`src/rtl/core/msort_pkg.sv`:
```
// Shared constants, item types and controller/datapath interface structs for the merge sorter.
package msort_pkg;

    localparam int MAX_ITEMS = 64;
    localparam int ADDR_W    = $clog2(MAX_ITEMS);
    localparam int CNT_W     = ADDR_W + 1;
    localparam int DATA_W    = 32;

    typedef struct packed {
        logic signed [DATA_W-1:0] value_in;
        logic                     last_in;
    } in_item_t;

    typedef struct packed {
        logic signed [DATA_W-1:0] value_out;
        logic                     last_out;
    } out_item_t;

    typedef struct packed {
        logic load;        // store the accepted item
        logic pass_setup;  // initialize pointers for a merge pass
        logic merge;       // move one element into the destination buffer
        logic emit_setup;  // point the read port at the first sorted element
        logic emit_step;   // advance to the next sorted element
    } msort_cmd_t;

    typedef struct packed {
        logic sorted;      // run width has reached the set size
        logic pass_end;    // this merge step writes the last element of the pass
        logic emit_last;   // the element on the output is the final one
    } msort_status_t;

endpackage

```
`src/rtl/core/msort_ctrl.sv`:
```
// Controller state machine of the merge sorter: load, merge passes and emit.
module msort_ctrl (
    input  logic                    aclk,
    input  logic                    aresetn,
    input  logic                    s_valid,
    input  logic                    s_last,
    output logic                    s_ready,
    output logic                    m_valid,
    input  logic                    m_ready,
    input  msort_pkg::msort_status_t status,
    output msort_pkg::msort_cmd_t   cmd
);
    import msort_pkg::*;

    localparam logic [1:0] ST_LOAD  = 2'd0;
    localparam logic [1:0] ST_SETUP = 2'd1;
    localparam logic [1:0] ST_MERGE = 2'd2;
    localparam logic [1:0] ST_EMIT  = 2'd3;

    logic [1:0] state_reg, state_next;

    assign s_ready = (state_reg == ST_LOAD);
    assign m_valid = (state_reg == ST_EMIT);

    always_comb begin
        state_next = state_reg;
        cmd        = '0;
        case (state_reg)
            ST_LOAD: begin
                cmd.load = s_valid;
                if (s_valid && s_last) begin
                    state_next = ST_SETUP;
                end
            end
            ST_SETUP: begin
                if (status.sorted) begin
                    cmd.emit_setup = 1'b1;
                    state_next     = ST_EMIT;
                end else begin
                    cmd.pass_setup = 1'b1;
                    state_next     = ST_MERGE;
                end
            end
            ST_MERGE: begin
                cmd.merge = 1'b1;
                if (status.pass_end) begin
                    state_next = ST_SETUP;
                end
            end
            ST_EMIT: begin
                cmd.emit_step = m_ready;
                if (m_ready && status.emit_last) begin
                    state_next = ST_LOAD;
                end
            end
            default: begin
                state_next = ST_LOAD;
            end
        endcase
    end

    always_ff @(posedge aclk) begin
        if (!aresetn) begin
            state_reg <= ST_LOAD;
        end else begin
            state_reg <= state_next;
        end
    end

    a_last_emit_reopens: assert property (@(posedge aclk) disable iff (!aresetn)
        (m_valid && m_ready && status.emit_last) |=> s_ready)
        else $error("block did not return to loading after the final result");

endmodule

```
`config.mk`:
```
export PLATFORM = sky130hd
export DESIGN_NAME = msort_ctrl
export DESIGN_NICKNAME = d
export VERILOG_FILES = /design/src/rtl/core/msort_pkg.sv /design/src/rtl/core/msort_ctrl.sv
export SDC_FILE = /design/constraint.sdc
export NUM_CORES = 1
export LEC_CHECK = 0
export BUFFER_PORTS_ARGS = -buffer_cell sky130_fd_sc_hd__buf_2
export CELL_PAD_IN_SITES_DETAIL_PLACEMENT = 1
export CELL_PAD_IN_SITES_GLOBAL_PLACEMENT = 2
export CORE_MARGIN = 10
export CORE_UTILIZATION = 12
export DETAILED_ROUTE_END_ITERATION = 8
export PLACE_DENSITY = 0.59
export SYNTH_ARGS = -nofsm -noshare
export SYNTH_HDL_FRONTEND = slang
export SYNTH_SLANG_ARGS = --single-unit
```
`constraint.sdc`:
```
create_clock -name aclk -period 1.1 [get_ports aclk]
set_clock_uncertainty 0.1 [all_clocks]
set_input_delay 0.22 -clock aclk [delete_from_list [all_inputs] [get_ports aclk]]
set_output_delay 0.22 -clock aclk [all_outputs]
set_load 0.01 [all_outputs]
```
# Yosys cells after proc, flatten, opt, wreduce, memory -nomap -nowiden
# Index checks and enable logic that the tools add are counted.
totals:
  word_cells: 23
  in_bits: 8
  reg_bits: 2
op_classes:
  reduce_logical: 4
  muxes: 12
  eq_ne: 6
ops:
  columns: ["cell", "n"]
  rows:
  - ["$mux W1", 8]
  - ["$pmux W2 S4", 1]
  - ["$mux W2", 3]
  - ["$eq A2 B2 Y1 const B", 2]
  - ["$ne A2 B1 Y1 const B", 2]
  - ["$reduce_and A3 Y1", 1]
  - ["$eq A2 B1 Y1 const B", 1]
  - ["$logic_and A1 B1 Y1", 2]
  - ["$logic_not A2 Y1", 1]
  - ["$ne A2 B2 Y1 const B", 1]

# Depth between registers and ports, before layout
# Gate-level depths: netlist (run 1).
logic_depth:
  word_depth: 3
  mapped_depth: 4

# Worst setup path before layout (run 1)
# OpenSTA, ideal clock, no wires.
synth_path:
  path_type: "register to output"
  start: "register state_reg[1]"
  end: "output cmd[4] in the netlist's numbering"
  required_ns: 0.780
  arrival_ns: 0.817
  setup_slack_ns: -0.037
  n_path_buf: 1
  path_stages_with_launch: 4
  path_cell_list: "dfxtp_1 buf_4 nor2_1 and2_1"
synth_lines:
  columns: ["element", "line_no", "text"]
  rows:
  - ["from (decl)", "msort_ctrl.sv:20", "logic [1:0] state_reg, state_next;"]
  - ["from (signal assigned)", "msort_ctrl.sv:66", "state_reg <= state_next;"]
  - ["to (decl)", "msort_ctrl.sv:11", "output msort_pkg::msort_cmd_t cmd"]

==> results.tsv, run 1 <==
stage	metric	value	unit
detailed_routing	antenna_left	0	
global_routing	grt_pass1_vias	255	
pwr	power_density	1180	nW/um^2
timing	timing.final.ws_setup	-227	ps
critical_path	r2r-end	state_reg[0]	
critical_path	path_class	flip-flop to output pin	
run_status	violations	negative setup slack	
detailed_routing	avgRoutedWirePerCell	13.4	um
pwr	p_total	388	uW
global_routing	grt_pass1_wl	1110	um
critical_path	cp_slowest_cell	dfxtp_4	
critical_path	reg2reg_setup_slack	-100	ps
layout	diodes	0	
min_path	hold-path-endpoint	state_reg[1]	
clock_tree	clk_path_buf_depth	2	
floorplanning	die_w	56.1	um
floorplanning	ios	15	
logic_synthesis	yosysUniqueCellTypes	17	
logic_synthesis	syn_inst	20	
critical_path	crit_path_max_incr_delay	370	ps
floorplanning	num_rows	12	
logic_synthesis	yosys_warnings	0	
pwr	peakVddDrop	0.245	mV
detailed_routing	vias_per_cell	4.22	
logic_synthesis	avgSynthCellArea	7.82	sq um
clock_tree	cts_root_buffer	clkbuf_4	
floorplanning	die_area	3150	sq um
pwr	power_leakage	0.000167	uW
logic_synthesis	syn-cell-area	156	sq um
timing	rsz0062_at_grt	true	
detailed_routing	num_vias	228	
timing	setup-tns-final	-1300	ps
logic_synthesis	ys_top_cells_by_area	dfxtp_1, nor3b_2, a21oi_1	
layout	final_cells	54	
timing	finalMaxSlewViolations	0	
placement	gp_congestion	0.644	
detailed_routing	drc	0	
detailed_routing	drt_first_pass_iters	3	
critical_path	crit_fanout	6	
floorplanning	core-area	1170	sq um
placement	place_hpwl	513	um
layout	drive_gt1_share	75.0	%
critical_path	regToRegStartpoint	state_reg[1]	
critical_path	rr_worst_depth	3	
logic_synthesis	yosysTopAreaCellShare	25.6	%
min_path	worstHoldPathCells	2	
min_path	hold_class	input pin to flip-flop	
clock_tree	hold_buffers	0	
layout	largest_reg_flops	2	
critical_path	worstSetupStartpointType	flip-flop	
job	maxCapViolCount	0	
global_routing	grt_max_degree	10	
min_path	hp-start	status[0]	
clock_tree	cts_buffers	3	
critical_path	cp.arrival	1010	ps
timing	fin_crit_sh	121	%
global_routing	grt_overflow	0	
detailed_routing	wl	726	um
clock_tree	clkSinkCount	2	
critical_path	cp_cell_sequence	inv_4, nor3b_4, buf_2	
global_routing	grt_util_all_layers	4.65	%
critical_path	critPathCaptureType	output pin	
timing	slew_headroom	86.7	%
logic_synthesis	yosysTopAreaCell	dfxtp_1	
placement	dpl.cell_count	47	
run_status	status	complete, but fails checks	
global_routing	antenna_found_initial	0	
clock_tree	htreeDepth	1	
clock_tree	clk_latency	230	ps
timing	whs	93.9	ps
critical_path	worstPathRequired	780	ps
timing	worstMarginPinSlew	198	ps
clock_tree	tritoncts	built	
timing	setup_viol	9	
timing	finalHoldViolCount	0	
timing	fmax	753	MHz
layout	areaGrowthSynthToFinish	110	%
layout	finalNetCount	50	
logic_synthesis	synth_fp_nets	28	
placement	port_buffers	14	
clock_tree	path_clk_slew	40	ps
floorplanning	fp.dieH	56.1	um
floorplanning	start_util	13.4	%
timing	fin_crit	1330	ps
detailed_routing	drt_iter0_markers	2	
logic_synthesis	seq_area_frac_synth	25.6	%
logic_synthesis	synth-seq-cells	2	
layout	fin_util	28.1	%
==> logic make-up (layout without fill, tap and decap cells) <==
family	Yosys count	in the layout	share of synthesized area, %
AND/OR/NAND/NOR	8	8	36.0
flip-flops	2	2	25.6
buffers and inverters	4	24	12.0
AO/OA/AOI/OAI	6	6	26.4
==> layout make-up <==
class,count,area [sq um]
Clock buffer,3,22.5
Tap cell,14,17.5
Fill cell,156,842
Inverter,3,13.8
Timing Repair Buffer,18,116
Multi-Input combinational cell,14,111
Sequential cell,2,47.5
==> metal layers <==
| metal | wire length (um) | track usage [%] | share of wire, % |
|---|---|---|---|
| met5 | 0 | 0 | 0 |
| met4 | 25 | 4.10 | 3.4 |
| met3 | 102 | 4.56 | 14 |
| met2 | 279 | 5.51 | 38 |
| met1 | 319 | 4.55 | 44 |
==> placed cells by master, fill, tap and decap left out <==
cell type,n
and2_4,1
a311oi_1,1
and2b_2,1
dfxtp_4,2
a21boi_0,1
clkbuf_4,3
a21oi_1,2
buf_4,3
o311a_1,1
buf_6,3
nor3_2,1
inv_4,1
o21ai_1,1
and2_1,1
nor3b_4,1
inv_1,2
buf_2,12
nand2_1,1
and3_2,1
nor2_2,1
==> power breakdown <==
part,switching [uW],internal (uW)
clock network,50.8,121
logic,53.0,66.7
registers,15.2,80.8
total,119,269
==> worst max path at each step <==
stage,endpoint,cells after the start,start
after floorplan,cmd[3],2,state_reg[0]
after global placement,cmd[1],3,state_reg[0]
after detailed placement,cmd[1],3,state_reg[0]
after CTS,cmd[1],3,state_reg[0]
after global routing,cmd[1],3,state_reg[0]
final,cmd[1],3,state_reg[0]
==> repair_timing <==
action                     in CTS  in global routing
buffers inserted                3                  1
pin swaps                       1                  1
resized for setup               8                  4
setup endpoints to repair       8                  8
==> metrics by stage <==
stage / instance area (sq um) / worst slack, ps
finish: 329 / -227
global route: 329 / -276
CTS: 313 / -223
detailed placement: 239 / -107
global placement: 239 / -108
floorplan: 159 / -0.371
==> worst max-delay path: cells and delay by family, from the launching register on <==
kind | cells | cell delay [ps]
buffers and inverters | 2 | 210
AND/OR/NAND/NOR | 1 | 180
flip-flops | 1 | 370
==> cell usage after synthesis, drive strengths merged <==
cell and number:
a21oi 2, buf 1, nor2 1, and2 2, inv 3, a21boi 1, o311a 1, nor3b 1
a311oi 1, nor3 1, and2b 1, o21ai 1, dfxtp 2, nand2 1, and3 1
(Power assumes the default switching activity.)
==> run 2: changes to the inputs <==
- ABC_AREA: unset -> 1
- BUFFER_PORTS_ARGS: -buffer_cell sky130_fd_sc_hd__buf_2 -> unset
- CORE_AREA: unset -> 10 10 47 49
- CORE_MARGIN: 10 -> unset
- CORE_UTILIZATION: 12 -> unset
- DIE_AREA: unset -> 0 0 57 59
- DONT_BUFFER_PORTS: unset -> 1
- PLACE_DENSITY: 0.59 -> 0.42
==> run 2 against run 1 <==
The flow still finishes with violations (negative setup slack). Synthesized cell count increased by 50%. Clock power barely moved. Cell count unchanged. Utilization decreased by 6.0 points. Critical path type unchanged. Critical endpoint is now cmd[3].
==> results.tsv, run 2 <==
stage	metric	value	unit	change
timing	finalHoldViolCount	0		unchanged
global_routing	grt_util_all_layers	4.36	%	-0.28 points
clock_tree	clk_latency	230	ps	about the same
timing	fin_crit	1220	ps	-105 ps
detailed_routing	drc	0		unchanged
global_routing	antenna_found_initial	0		unchanged
timing	whs	34.1	ps	-59.7 ps
detailed_routing	antenna_left	0		unchanged
global_routing	grt_pass1_wl	1130	um	+1.9%
layout	layout_common_cells	inv_1, nor2_4, nand2_1, buf_4		
clock_tree	path_clk_slew	30	ps	about the same
logic_synthesis	avgSynthCellArea	5.63	sq um	-28%
global_routing	grt_overflow	0		unchanged
layout	drive_gt1_share	60.5	%	-14 points
logic_synthesis	seq_area_frac_synth	23.7	%	-1.9 points
min_path	hold_class	input pin to flip-flop		
floorplanning	start_util	12.1	%	-1.3 points
detailed_routing	wl_met3	121	um	+19%
critical_path	regToRegStartpoint	state_reg[0]		
detailed_routing	wl_met2	281	um	+0.72%
pwr	peakVddDrop	0.303	mV	+23%
logic_synthesis	synthFlopType	dfxtp_1		
clock_tree	htreeDepth	1		unchanged
pwr	internal_power	276	uW	+2.9%
logic_synthesis	syn-cell-area	169	sq um	+8.0%
layout	multi_input_area	145	sq um	+30%
pwr	power_leakage	0.000157	uW	-6.1%
floorplanning	die_w	57	um	+1.6%
detailed_routing	drt-met1-wl	211	um	-34%
layout	diodes	0		unchanged
critical_path	crit_fanout	6		unchanged
placement	port_buffers	0		-14
detailed_routing	avgRoutedWirePerCell	11.8	um	-12%
detailed_routing	wl	637	um	-12%
floorplanning	die_area	3360	sq um	+6.9%
clock_tree	cts_root_buffer	clkbuf_4		
timing	worstMarginPinSlew	234	ps	+36.2 ps
placement	gp_congestion	0.649		+0.89%
clock_tree	clk_path_buf_depth	2		unchanged
layout	areaGrowthSynthToFinish	83.7	%	
logic_synthesis	ys_top_cells_by_count	nor2_1, inv_1, nand2_1		
timing	setup-tns-final	-779	ps	+519 ps
global_routing	grt_max_degree	8		-2
clock_tree	clkSinkCount	2		unchanged
timing	timing.final.ws_setup	-122	ps	+105 ps
timing	finalMaxSlewViolations	0		unchanged
logic_synthesis	synth_edf_count	0		unchanged
detailed_routing	drt_first_pass_iters	1		-2
min_path	hold-path-endpoint	state_reg[0]		
layout	largest_reg_flops	2		unchanged
critical_path	worstPathRequired	780	ps	about the same
job	maxCapViolCount	0		unchanged
logic_synthesis	yosysTopAreaCellShare	23.7	%	-1.9 points
timing	fmax	818	MHz	+8.6%
critical_path	crit_buf_inv	2		unchanged
clock_tree	tritoncts	built		
pwr	p_sw	157	uW	+32%
timing	setup_viol	8		-1
pwr	pwr-share-seq	25.1	%	+0.3 points
logic_synthesis	ys_top_cells_by_area	dfxtp_1, nor2_1, inv_1		
critical_path	rr_worst_depth	7		+4
critical_path	crit_path_max_incr_delay	370	ps	about the same
detailed_routing	num_vias	222		-2.6%
critical_path	cp_cell_sequence	inv_2, nor2_4, inv_2, nor2_4		
logic_synthesis	synth-seq-cells	2		unchanged
critical_path	cp.arrival	900	ps	-110 ps
critical_path	reg2reg_setup_slack	0	ps	+100 ps
detailed_routing	drt_iter0_markers	0		-2
detailed_routing	routed.top_layer	met4		
logic_synthesis	synthArstFlopShare	0	%	unchanged
placement	place_hpwl	521	um	+1.6%
logic_synthesis	synth_fp_nets	38		+36%
pwr	p_total	434	uW	+12%
layout	fin_util	22.1	%	-6.0 points
run_status	violations	negative setup slack		
placement	post-place-ws	-60.1	ps	+46.6 ps
critical_path	path_class	flip-flop to output pin		
floorplanning	num_rows	14		+2
logic_synthesis	yosysTopAreaCell	dfxtp_1		
pwr	combinationalPowerShare	35.3	%	+4.4 points
logic_synthesis	synth_most_common_cell	nor2_1		
layout	finalNetCount	48		-4.0%
timing	slew_headroom	84.3	%	-2.4 points
critical_path	critPathCaptureType	output pin		
clock_tree	cts_buffers	3		unchanged
critical_path	cp_slowest_cell	dfxtp_4		
pwr	p_clk_share	39.6	%	-4.7 points
pwr	switching_share	36.2	%	+5.5 points
layout	fillCellCount	177		+13%
min_path	worstHoldPathCells	2		unchanged
floorplanning	ios	15		unchanged
run_status	status	complete, but fails checks		
critical_path	worstSetupStartpointType	flip-flop		
floorplanning	fp.dieH	59	um	+5.2%
timing	rsz0062_at_grt	true		
pwr	power_density	1400	nW/um^2	+19%
floorplanning	core-area	1400	sq um	+20%
global_routing	grt_pass1_vias	263		+3.1%
logic_synthesis	yosys_warnings	0		unchanged
timing	fin_crit_sh	111	%	-9.6 points
logic_synthesis	syn_inst	30		+50%
layout	regArea	47.5	sq um	unchanged
logic_synthesis	yosysUniqueCellTypes	12		-5
critical_path	cpLargestDelayFamily	flip-flops		
critical_path	cp_num_cells	4		+1
detailed_routing	vias_per_cell	4.11		-2.6%
critical_path	r2r-end	state_reg[0]		
min_path	hp-start	aresetn		
[run 2: cell count changes in the layout (fill, tap and decap cells not counted), moves of 3 or more]
cell / change
nor2_4: +4
buf_6: -3
inv_2: +3
nand2_1: +3
buf_2: -12
nand3_1: +3
[run 2: per-stage QoR]
step,cell area [sq um],std cells
floorplan,169,30
global placement,204,48
detailed placement,204,48
CTS,300,54
global route,310,54
finish,310,54
[run 2: area by class of cell]
class                           count  share of cell area, %
Timing Repair Buffer                5                   12.9
Multi-Input combinational cell     20                   46.8
Clock buffer                        3                   7.26
Sequential cell                     2                   15.3
Inverter                            8                   11.3
Tap cell                           16                   6.45
[run 2: repair_timing]
item | 4_1_cts | 5_1_grt
hold endpoints to repair | 1 | 0
resized for setup | 16 | 2
pin swaps | 3 | 2
endpoints found under the setup margin | 7 | 9
buffers inserted | 2 | 0
hold buffers | 1 | 0
[run 2: cells by family (layout without fill, tap and decap cells)]
logic type,Yosys count,count (layout),share of synthesized area [%]
AOI/OAI and AO/OA,1,1,2.96
DFF,2,2,23.7
and+or+nand+nor,19,19,54.8
buffers and inverters,8,16,18.5
[run 2: worst max path at each step]
| stage | start | end | slack (ps) |
|---|---|---|---|
| 6_report | state_reg[0] | cmd[3] | -120 |
| 5_1_grt | state_reg[0] | cmd[3] | -200 |
| 4_1_cts | state_reg[0] | cmd[1] | -160 |
| 3_5_place_dp | state_reg[0] | cmd[3] | -60 |
| 3_3_place_gp | state_reg[0] | cmd[3] | -70 |
| 2_1_floorplan | state_reg[0] | cmd[1] | 60 |
[run 2: power by group through the flow]
stage               combinational [uW]  clock (uW)  sequential, uW
floorplan                         78.7           0            96.2
global placement                   111           0             102
detailed placement                 112           0             102
CTS                                152         179             108
global route                       173         195             113
finish                             153         172             109
[run 2: per-layer routing]
layer	track usage (%)	vias up
met3	2.79	2
li1	-	104
met2	6.36	17
met4	5.03	0
met5	0	-
met1	3.80	99
